==> src/rtl/lts_pkg.sv <==
// Shared constants for the lottery task scheduler.
`default_nettype none

package lts_pkg;

	localparam int MAX_TASKS_DEF = 64;
	localparam int ID_W          = 6;
	localparam int OP_W          = 3;
	localparam int QUANT_W       = 16;
	localparam int SEED_W        = 32;
	localparam int DIV_STEPS     = SEED_W;
	localparam int STEP_W        = $clog2(DIV_STEPS);

	localparam logic [OP_W-1:0] OP_LOAD    = 3'd0;
	localparam logic [OP_W-1:0] OP_UNBLOCK = 3'd1;
	localparam logic [OP_W-1:0] OP_TICK    = 3'd2;
	localparam logic [OP_W-1:0] OP_BLOCK   = 3'd3;
	localparam logic [OP_W-1:0] OP_EXIT    = 3'd4;

	localparam logic REG_QUANTUM = 1'b0;
	localparam logic REG_SEED    = 1'b1;

	localparam logic [SEED_W-1:0]  LFSR_TAPS   = 32'h8020_0003;
	localparam logic [QUANT_W-1:0] QUANTUM_RST = 16'd10;
	localparam logic [SEED_W-1:0]  SEED_RST    = 32'd1;

	typedef logic [OP_W-1:0] op_t;

endpackage

`default_nettype wire

==> src/rtl/lottery_task_scheduler.sv <==
// Top level of the lottery task scheduler: ready set, draw sequencer and result register.
`default_nettype none

// One-CPU lottery scheduler with one ticket per task. Load and unblock give no
// result beat. A tick that keeps the running task, and any draw with an empty
// ready set, goes from idle to the done state and shows its result beat once the
// result register is free. A draw (quantum expiry, idle tick, block, exit) has
// a start step that advances the LFSR, a bit-serial remainder of the LFSR value by
// the ready count, then a scan over the slots one slot per cycle that stops at the
// drawn ready slot.
// s_tready is low while an item is in work or its result cannot be stored.
// Only slots 0 to min(MAX_TASKS, 64) - 1 can be marked ready.
module lottery_task_scheduler #(
	parameter int MAX_TASKS = lts_pkg::MAX_TASKS_DEF
) (
	input  wire logic                        clk,
	input  wire logic                        arst_n,
	input  wire logic                        s_tvalid,
	output logic                             s_tready,
	input  wire logic [7:0]                  s_tdata,  // [5:0] task_id
	input  wire logic [lts_pkg::OP_W-1:0]    s_tuser,  // [2:0] op
	output logic                             m_tvalid,
	input  wire logic                        m_tready,
	output logic [7:0]                       m_tdata,  // [5:0] running_task
	output logic                             m_tuser,  // [0] cpu_idle
	input  wire logic                        cfg_we,
	input  wire logic                        cfg_index,
	input  wire logic [lts_pkg::SEED_W-1:0]  cfg_data
);
	import lts_pkg::*;

	localparam int NSLOT = (MAX_TASKS < 64) ? MAX_TASKS : 64;
	localparam int IDX_W = $clog2(NSLOT);
	localparam int CNT_W = $clog2(NSLOT + 1);

	localparam logic [1:0] ST_IDLE = 2'd0;
	localparam logic [1:0] ST_DIV  = 2'd1;
	localparam logic [1:0] ST_SCAN = 2'd2;
	localparam logic [1:0] ST_DONE = 2'd3;

	logic [1:0]         state_q;
	logic [NSLOT-1:0]   mask_q;
	logic [CNT_W-1:0]   total_q;
	logic [IDX_W-1:0]   cur_q;
	logic               cur_valid_q;
	logic [QUANT_W-1:0] tick_q;
	logic [QUANT_W-1:0] quantum_q;
	logic [SEED_W-1:0]  lfsr_q;
	logic [SEED_W-1:0]  div_q;
	logic [STEP_W-1:0]  step_q;
	logic [CNT_W-1:0]   rem_q;
	logic [IDX_W-1:0]   idx_q;
	logic               out_valid_q;
	logic [ID_W-1:0]    out_task_q;
	logic               out_idle_q;

	op_t                op;
	logic [ID_W-1:0]    task_id;
	logic               accept;
	logic               id_in_range;
	logic [IDX_W-1:0]   id_idx;
	logic [QUANT_W-1:0] tick_inc;
	logic               remove_cur;
	logic [CNT_W-1:0]   total_after;
	logic [SEED_W-1:0]  lfsr_step;
	logic [CNT_W:0]     rem_try;
	logic [CNT_W:0]     rem_sub;
	logic [CNT_W-1:0]   rem_next;
	logic               out_free;

	assign op          = s_tuser;
	assign task_id     = s_tdata[ID_W-1:0];
	assign s_tready    = (state_q == ST_IDLE);
	assign accept      = s_tvalid && s_tready;
	assign id_in_range = ({1'b0, task_id} < 7'(NSLOT));
	assign id_idx      = task_id[IDX_W-1:0];
	assign tick_inc    = tick_q + 16'd1;
	assign remove_cur  = cur_valid_q && mask_q[cur_q];
	assign total_after = remove_cur ? total_q - CNT_W'(1) : total_q;
	assign lfsr_step   = lfsr_q[0] ? ((lfsr_q >> 1) ^ LFSR_TAPS) : (lfsr_q >> 1);
	assign rem_try     = {rem_q, div_q[SEED_W-1]};
	assign rem_sub     = rem_try - {1'b0, total_q};
	assign rem_next    = (rem_try >= {1'b0, total_q}) ? rem_sub[CNT_W-1:0] : rem_try[CNT_W-1:0];
	assign out_free    = !out_valid_q || m_tready;

	assign m_tvalid = out_valid_q;
	assign m_tdata  = {2'b00, out_task_q};
	assign m_tuser  = out_idle_q;

	always_ff @(posedge clk or negedge arst_n) begin
		if (!arst_n) begin
			state_q     <= ST_IDLE;
			mask_q      <= '0;
			total_q     <= '0;
			cur_q       <= '0;
			cur_valid_q <= 1'b0;
			tick_q      <= '0;
			quantum_q   <= QUANTUM_RST;
			lfsr_q      <= SEED_RST;
			div_q       <= '0;
			step_q      <= '0;
			rem_q       <= '0;
			idx_q       <= '0;
		end else begin
			if (cfg_we) begin
				unique case (cfg_index)
					REG_QUANTUM: quantum_q <= cfg_data[QUANT_W-1:0];
					REG_SEED:    lfsr_q <= (cfg_data == '0) ? SEED_RST : cfg_data;
					default:     ;
				endcase
			end
			unique case (state_q)
				ST_IDLE: begin
					if (accept) begin
						priority if (op == OP_LOAD || op == OP_UNBLOCK) begin
							if (id_in_range && !mask_q[id_idx]) begin
								mask_q[id_idx] <= 1'b1;
								total_q        <= total_q + CNT_W'(1);
							end
						end else if (op == OP_TICK || op == OP_BLOCK || op == OP_EXIT) begin
							if (op == OP_TICK && tick_inc != quantum_q && cur_valid_q) begin
								tick_q  <= tick_inc;
								state_q <= ST_DONE;
							end else begin
								tick_q      <= '0;
								cur_valid_q <= 1'b0;
								cur_q       <= '0;
								if (op != OP_TICK && remove_cur) begin
									mask_q[cur_q] <= 1'b0;
									total_q       <= total_after;
								end
								if (op == OP_TICK ? (total_q != '0) : (total_after != '0)) begin
									lfsr_q  <= lfsr_step;
									div_q   <= lfsr_step;
									step_q  <= '0;
									rem_q   <= '0;
									state_q <= ST_DIV;
								end else begin
									state_q <= ST_DONE;
								end
							end
						end else begin
						end
					end
				end
				ST_DIV: begin
					rem_q  <= rem_next;
					div_q  <= div_q << 1;
					step_q <= step_q + STEP_W'(1);
					if (step_q == STEP_W'(DIV_STEPS - 1)) begin
						idx_q   <= '0;
						state_q <= ST_SCAN;
					end
				end
				ST_SCAN: begin
					idx_q <= idx_q + IDX_W'(1);
					if (mask_q[idx_q] && rem_q == '0) begin
						cur_q       <= idx_q;
						cur_valid_q <= 1'b1;
						state_q     <= ST_DONE;
					end else begin
						if (mask_q[idx_q]) begin
							rem_q <= rem_q - CNT_W'(1);
						end
						if (idx_q == IDX_W'(NSLOT - 1)) begin
							state_q <= ST_DONE;
						end
					end
				end
				ST_DONE: begin
					if (out_free) begin
						state_q <= ST_IDLE;
					end
				end
				default: state_q <= ST_IDLE;
			endcase
		end
	end

	always_ff @(posedge clk or negedge arst_n) begin
		if (!arst_n) begin
			out_valid_q <= 1'b0;
		end else if (state_q == ST_DONE && out_free) begin
			out_valid_q <= 1'b1;
		end else if (m_tready) begin
			out_valid_q <= 1'b0;
		end
	end

	always_ff @(posedge clk) begin
		if (state_q == ST_DONE && out_free) begin
			out_task_q <= cur_valid_q ? ID_W'(cur_q) : '0;
			out_idle_q <= !cur_valid_q;
		end
	end

`ifndef SYNTH
	a_total_matches_mask: assert property (@(posedge clk) disable iff (!arst_n)
		32'(total_q) == $countones(mask_q))
		else $error("ready count differs from ready set");
	a_running_is_ready: assert property (@(posedge clk) disable iff (!arst_n)
		cur_valid_q |-> mask_q[cur_q])
		else $error("running task not in ready set");
	a_scan_index_bound: assert property (@(posedge clk) disable iff (!arst_n)
		(state_q == ST_SCAN) |-> (rem_q < total_q))
		else $error("draw index not below ready count");
	a_lfsr_nonzero: assert property (@(posedge clk) disable iff (!arst_n)
		lfsr_q != '0)
		else $error("draw LFSR locked at zero");
`endif

endmodule

`default_nettype wire
==> config.mk <==
export PLATFORM = sky130hd
export DESIGN_NAME = lottery_task_scheduler
export DESIGN_NICKNAME = d
export VERILOG_FILES = /design/src/rtl/lts_pkg.sv /design/src/rtl/lottery_task_scheduler.sv
export SDC_FILE = /design/constraint.sdc
export NUM_CORES = 1
export LEC_CHECK = 0
export CORE_MARGIN = 2
export CORE_UTILIZATION = 58
export CTS_BUF_LIST = sky130_fd_sc_hd__clkbuf_16
export DETAILED_ROUTE_END_ITERATION = 12
export DONT_BUFFER_PORTS = 1
export PLACE_DENSITY = 0.76
export SETUP_SLACK_MARGIN = 0.3
export SYNTH_ARGS = -nofsm -noshare
export SYNTH_HDL_FRONTEND = slang
export SYNTH_SLANG_ARGS = --single-unit
==> constraint.sdc <==
create_clock -name clk -period 3.4 [get_ports clk]
set_clock_uncertainty 0.1 [all_clocks]
set_input_delay 0.51 -clock clk [delete_from_list [all_inputs] [get_ports clk]]
set_output_delay 0.51 -clock clk [all_outputs]
set_load 0.05 [all_outputs]
# [After elaboration in Yosys (flattened, before gate mapping)]
# Cells that the tools add are included.
[totals] out_inout_bits=11 in_bits=49 regBits=202
[op_classes] n_bitwise=6 n_addsub=7 n_reduce_logical=36 eq_ne=24 mux=80 magnitude_cmp=6
[op_table] op="2-to-1 mux 32 bit" count=15
[op_table] op="2-to-1 mux 64 bit" count=5
[op_table] op="2-to-1 mux 7 bit" count=14
[op_table] op="bitwise AND 64 bit" count=1
[op_table] op="inverter 64 bit" count=1
[op_table] op="bitwise OR 64 bit" count=1
[op_table] op="case mux 32 bit (2 select lines)" count=1
[op_table] op="2-to-1 mux 6 bit" count=6
[op_table] op="zero test 32 bit" count=1
[op_table] op="2-to-1 mux 5 bit" count=5
[op_table] op="case mux 6 bit (2 select lines)" count=2
[op_table] op="AND reduction 6 bit" count=4
[op_table] op="< comparator 6 x 7 -> 1 bit, second input constant" count=3
[op_table] op="case mux 7 bit (3 select lines)" count=1
[op_table] op="binary-select mux 1 bit (select 6 bit)" count=3
[op_table] op="2-to-1 mux 2 bit" count=9
[op_table] op="!= test 2 bit, second input constant" count=9
[op_table] op="adder 16 x 1 -> 16 bit, second input constant" count=1
[op_table] op="2-to-1 mux 16 bit" count=1
[op_table] op="!= test 16 bit" count=1
[op_table] op="nonzero test 7 bit" count=2
[op_table] op="subtractor 7 x 1 -> 7 bit, second input constant" count=2
[op_table] op="2-to-1 mux 1 bit" count=13
[op_table] op="demux 1 bit (select 6 bit)" count=2
[op_table] op="other kinds (32)" count=56

# [Logic depth before layout (Yosys ltp)]
[logic_depth] ltp_word=12 depth_mapped=13 depth_no_buf=12

# [Worst setup path after synthesis]
# Ideal clock, no wire load.
[synth_path] path_type="register to register" start="register tick_q[0]" end="register step_q[3]" path_stages_with_launch=11 arrival_ps=3197 path_buffers=1 synth_period_minus_slack_ps=3366 path_slack_ps=34 path_cell_list="dfrtp_1 -> ha_1 -> nand3_2 -> or4_4 -> a221o_1 -> or4_4 -> nand3_4 -> a41oi_2 -> buf_6 -> or4_1 -> nand3_1"
[synth_between] elab_chain_cells=6
[synth_lines] item="start: declaration" line="lottery_task_scheduler.sv:46" source="logic [QUANT_W-1:0] tick_q;"
[synth_lines] item="start signal: assignment" line="lottery_task_scheduler.sv:122" source="tick_q <= tick_inc;"
[synth_lines] item="adder 16 x 1 -> 16 bit" line="lottery_task_scheduler.sv:77" source="assign tick_inc = tick_q + 16'd1;"
[synth_lines] item="!= test 16 bit" line="lottery_task_scheduler.sv:121" source="if (op == OP_TICK && tick_inc != quantum_q && cur_valid_q) begin"
[synth_lines] item="logical AND 1 bit (2 in series)" line="lottery_task_scheduler.sv:121"
[synth_lines] item="!= test 2 bit (no line)"
[synth_lines] item="AND reduction 6 bit (no line)"
[synth_lines] item="end signal: assignment" line="lottery_task_scheduler.sv:149" source="step_q <= step_q + STEP_W'(1);"
[synth_lines] item="end: declaration" line="lottery_task_scheduler.sv:50" source="logic [STEP_W-1:0] step_q;"
# No other way between the ends.
# A chain may end at the register's enable or synchronous reset.

# [Final worst setup path]
[layout_path] start="register cur_q[2]" end="register div_q[8]"
[layout_between] elab_chain_cells=8
[layout_lines] item="start: declaration" line="lottery_task_scheduler.sv:44" source="logic [IDX_W-1:0] cur_q;"
[layout_lines] item="start signal: assignment" line="lottery_task_scheduler.sv:158" source="cur_q <= idx_q;"
[layout_lines] item="binary-select mux 1 bit (select 6 bit)" line="lottery_task_scheduler.sv:78" source="assign remove_cur = cur_valid_q && mask_q[cur_q];"
[layout_lines] item="2-to-1 mux 1 bit (implied by the code)" line="lottery_task_scheduler.sv:78"
[layout_lines] item="logical AND 1 bit" line="lottery_task_scheduler.sv:78"
[layout_lines] item="2-to-1 mux 7 bit" line="lottery_task_scheduler.sv:79" source="assign total_after = remove_cur ? total_q - CNT_W'(1) : total_q;"
[layout_lines] item="nonzero test 7 bit" line="lottery_task_scheduler.sv:132" source="if (op == OP_TICK ? (total_q != '0) : (total_after != '0)) begin"
[layout_lines] item="2-to-1 mux 1 bit" line="lottery_task_scheduler.sv:132"
[layout_lines] item="!= test 2 x 1 -> 1 bit (no line)"
[layout_lines] item="AND reduction 6 bit (no line)"
[layout_lines] item="end signal: assignment" line="lottery_task_scheduler.sv:134" source="div_q <= lfsr_step;"
[layout_lines] item="end signal: assignment" line="lottery_task_scheduler.sv:148" source="div_q <= div_q << 1;"
[layout_lines] item="end: declaration" line="lottery_task_scheduler.sv:49" source="logic [SEED_W-1:0] div_q;"
# No other way between the ends. The select of a mux whose other input is x is not followed.

==> summary.txt <==
Drt
  • DRT iter0 DRCs: 1131
  • DRC: 0
  • DR vias/cell: 6.762
  • Routed WL: 37060 um
  • Post-route ant nets: 0
  • DR vias: 10.94k
  • Post-DR wirelength/cell: 22.90 um
  • First-pass DRT Iterations: 5

Timing
  • Slew headroom: 30.51%
  • Worst-margin pin slew: 1.040 ns
  • RSZ-0062 raised after global routing: true
  • Final hold slack: -0.4082 ns
  • Fin crit share: 95.72%
  • Fin. max-slew vios: 0
  • Fmax: 0.3073 GHz
  • Setup tns final: 0 ns
  • Post-layout minimum cycle time: 3.255 ns
  • Final setup fails: 0
  • Final hold viol count: 195

Power and ir drop
  • Sequential fraction of design power: 36.4%
  • Comb pwr share: 39.8%
  • Maximum vdd ir drop: 0.5054 mV
  • Internal: 6.365 mW
  • Cell Pwr Density: 698.7 nW/um^2
  • Lkg Pwr: 6.195 nW
  • Net switching power figure: 3.892 mW
  • Switching Share: 37.95%
  • Clk network pwr share: 23.8%

Global route
  • GRT Util Overall: 32.05%
  • Vias in the first global route: 10.42k
  • Initial antenna violation count: 0
  • First-pass GRT wire length: 56430 um
  • Global route total overflow: 0
  • Largest net degree at the start of global routing: 196

Finish
  • Area Growth Syn to Fin: 20.06%
  • Fraction of layout cells with a size suffix above 1: 24.20%
  • Final nets: 1398
  • Finished Layout Cells: 1618
  • Diodes inserted: 0

Clock network
  • Clock Pin Slew Worst Setup and Hold Paths: 0.06 ns
  • CTS tree: built
  • Clock buffer depth: 3
  • Clk sink count: 202
  • H-tree depth: 1
  • CTS root buf: clkbuf_16
  • Skew-Pair Late Insertion Delay: 0.51 ns
  • Number of buffers created by CTS: 23

Floorplanning
  • Die area: 22260 sq um
  • Initial core utilization: 58.54%
  • Die span in y: 149.2 um
  • Site row count: 53
  • IO Count: 60
  • Die Wd: 149.2 um
  • Core Region: 20890 sq um

Place
  • Number of port buffers: 0
  • Inst Count DP: 1532
  • Routability cong.: 0.9767
  • Final HPWL DP: 22970 um

Yosys
  • Mapped cell area: 12230 sq um
  • Netlist cell types: 77
  • Syn avg cell area: 9.568 sq um
  • Area leader, netlist: dfrtp_1
  • Post-synth EDFFs: 7
  • Most frequent cell after synthesis: dfrtp_1
  • Top_reg_cell synth: dfrtp_1
  • Flops & latches, synth: 202
  • Synth warnings: 0
  • Cells after synthesis: 1278
  • Top-area cell type share of the netlist area: 39.29%
  • Seq/Total Area, Yosys: 41.66%
  • Largest cells by area after synthesis: dfrtp_1 (39%), mux2i_1 (7.2%), a21oi_1 (5.0%)
  • Commonest cells in the netlist: dfrtp_1 (192), a21oi_1 (122), nand2_1 (100), mux2i_1 (88), nor2_1 (87)
  • Post-synth ARST share: 96.53%

Critical path
  • Flop-to-flop setup slack: 0.15 ns
  • Worst-path fanout max: 10
  • CP Class: flip-flop to flip-flop
  • CP Launch Type: flip-flop
  • Critical path endpoint category: flip-flop
  • CP required: 3.71 ns
  • Crit path DAT: 3.57 ns

Run status
  • Failing checks: hold timing
  • Run status: complete, but fails checks

Worst hold path
  • Hold Crit Class: primary input to asynchronous set/reset pin

Job
  • Maxcap violations: 0
## routing by layer
metal,wire length [um],track usage (%),vias to the layer above
met5,0,0,-
met2,17750,50.74,622
li1,-,-,4866
met3,3479,6.422,118
met1,14450,43.80,5335
met4,1377,12.38,0
## critical path: stages, from the launching register on
cell and delay [ns]:
dfrtp_2 0.43, buf_4 0.19, inv_1 0.31, a221oi_1 0.09, o21ai_0 0.36, a22oi_2 0.11, a41oi_2 0.24, mux2i_2 0.35
buf_4 0.20, buf_4 0.12, a31oi_4 0.09, buf_6 0.18, clkbuf_16 0.17, o21ai_1 0.21
## cell usage in the layout (no fill, tap or decap), types with 7 or more instances in the layout
cell type  count
and3_1         9
nor2_1        68
o21ai_1       38
mux4_2        27
nor4_1        13
a21oi_2        8
xor2_1        13
buf_12        10
edfxtp_1       7
nor3_1        15
nor2_2         7
ha_1          17
and2_1        15
nor3b_1       12
clkbuf_16     28
nand3_1       21
xnor2_1       21
inv_1         29
dfrtp_1      180
nand3b_1       7
a22oi_1        7
dfrtp_2       12
a31oi_1       44
a22o_1         9
buf_4         95
nor2_4        12
mux2i_1       87
nand2b_1       8
o21ai_0       38
o2bb2ai_1      8
a21oi_1      112
nand2_1       91
buf_6         13
o211ai_1       7
mux2_2        19
a221oi_1       7
nor2b_1       20
o31ai_1       17
nand4_1       19
## state kept, by name (all words and copies together) (netlist names)
register,flops
cur_q,6
cur_valid_q,1
div_q,32
idx_q,6
lfsr_q,32
m_tuser,1
m_tvalid,1
mask_q,64
out_task_q,6
quantum_q,16
rem_q,7
state_q,2
step_q,5
tick_q,16
total_q,7
## timing repair
item | 4_1_cts | 5_1_grt
resized for setup | 23 | 118
setup buffers | 9 | 26
gates cloned | 4 | 8
hold endpoints to repair | 195 | 195
endpoints found under the setup margin | 119 | 127
pin swaps | 4 | 27
## worst paths after layout
| path | startpoint | to | depth (start not counted) |
|---|---|---|---|
| setup reg to reg | cur_q[2]$_DFFE_PN0P_ | div_q[8]$_DFFE_PN0P_ | 13 |
| hold reg to reg | div_q[27]$_DFFE_PN0P_ | div_q[27]$_DFFE_PN0P_ | 2 |
| max in group asynchronous | arst_n | quantum_q[1]$_DFFE_PN1P_ | 0 |
| setup / recovery | cur_q[2]$_DFFE_PN0P_ | div_q[8]$_DFFE_PN0P_ | 13 |
| min in group clk | cfg_data[14] | quantum_q[14]$_DFFE_PN0P_ | 1 |
| hold / removal | arst_n | mask_q[15]$_DFFE_PN0P_ | 0 |
## power by group through the flow
stage	Clock, mW	Combinational, mW	Sequential [mW]
2_1_floorplan	0	2.57	3.47
3_3_place_gp	0	3.18	3.67
3_5_place_dp	0	3.28	3.69
4_1_cts	2.45	3.45	3.66
5_1_grt	2.57	4.42	3.81
6_report	2.45	4.08	3.73
## through the flow
stage               power, mW  worst slack [ns]  util [%]  hold WS, ns  cell area (sq um)
floorplan               6.039            0.2679         -       0.1144              12270
global placement        6.843            0.1319     61.83       0.1204              12910
detailed placement      6.974           0.08696     61.83       0.1202              12910
CTS                     9.557            0.2857     66.67      -0.4215              13930
global route            10.80          0.006214     70.28      -0.4243              14680
finish                  10.26            0.1454     70.28      -0.4082              14680
## kinds of logic (layout without fill, tap and decap cells)
group / count (synthesis) / after routing / synth area share, %
simple gates: 383 / 383 / 16.21
compound gates: 376 / 376 / 19.34
flops: 202 / 202 / 41.66
mux: 134 / 134 / 13.93
buf+inv: 128 / 192 / 4.298
xor+xnor: 34 / 34 / 2.435
fa+ha+maj: 20 / 20 / 2.108
other cells: 1 / 2 / 0.03067
## final cells by class
class	count	area, sq um
multi-input combinational	949	7087
clock inverter	16	145.1
fill	1517	6208
clock buffer	23	575.6
inverter	24	90.09
tap	275	344.1
sequential	202	5109
timing repair buffer	129	1330
(Power assumes the default switching activity.)
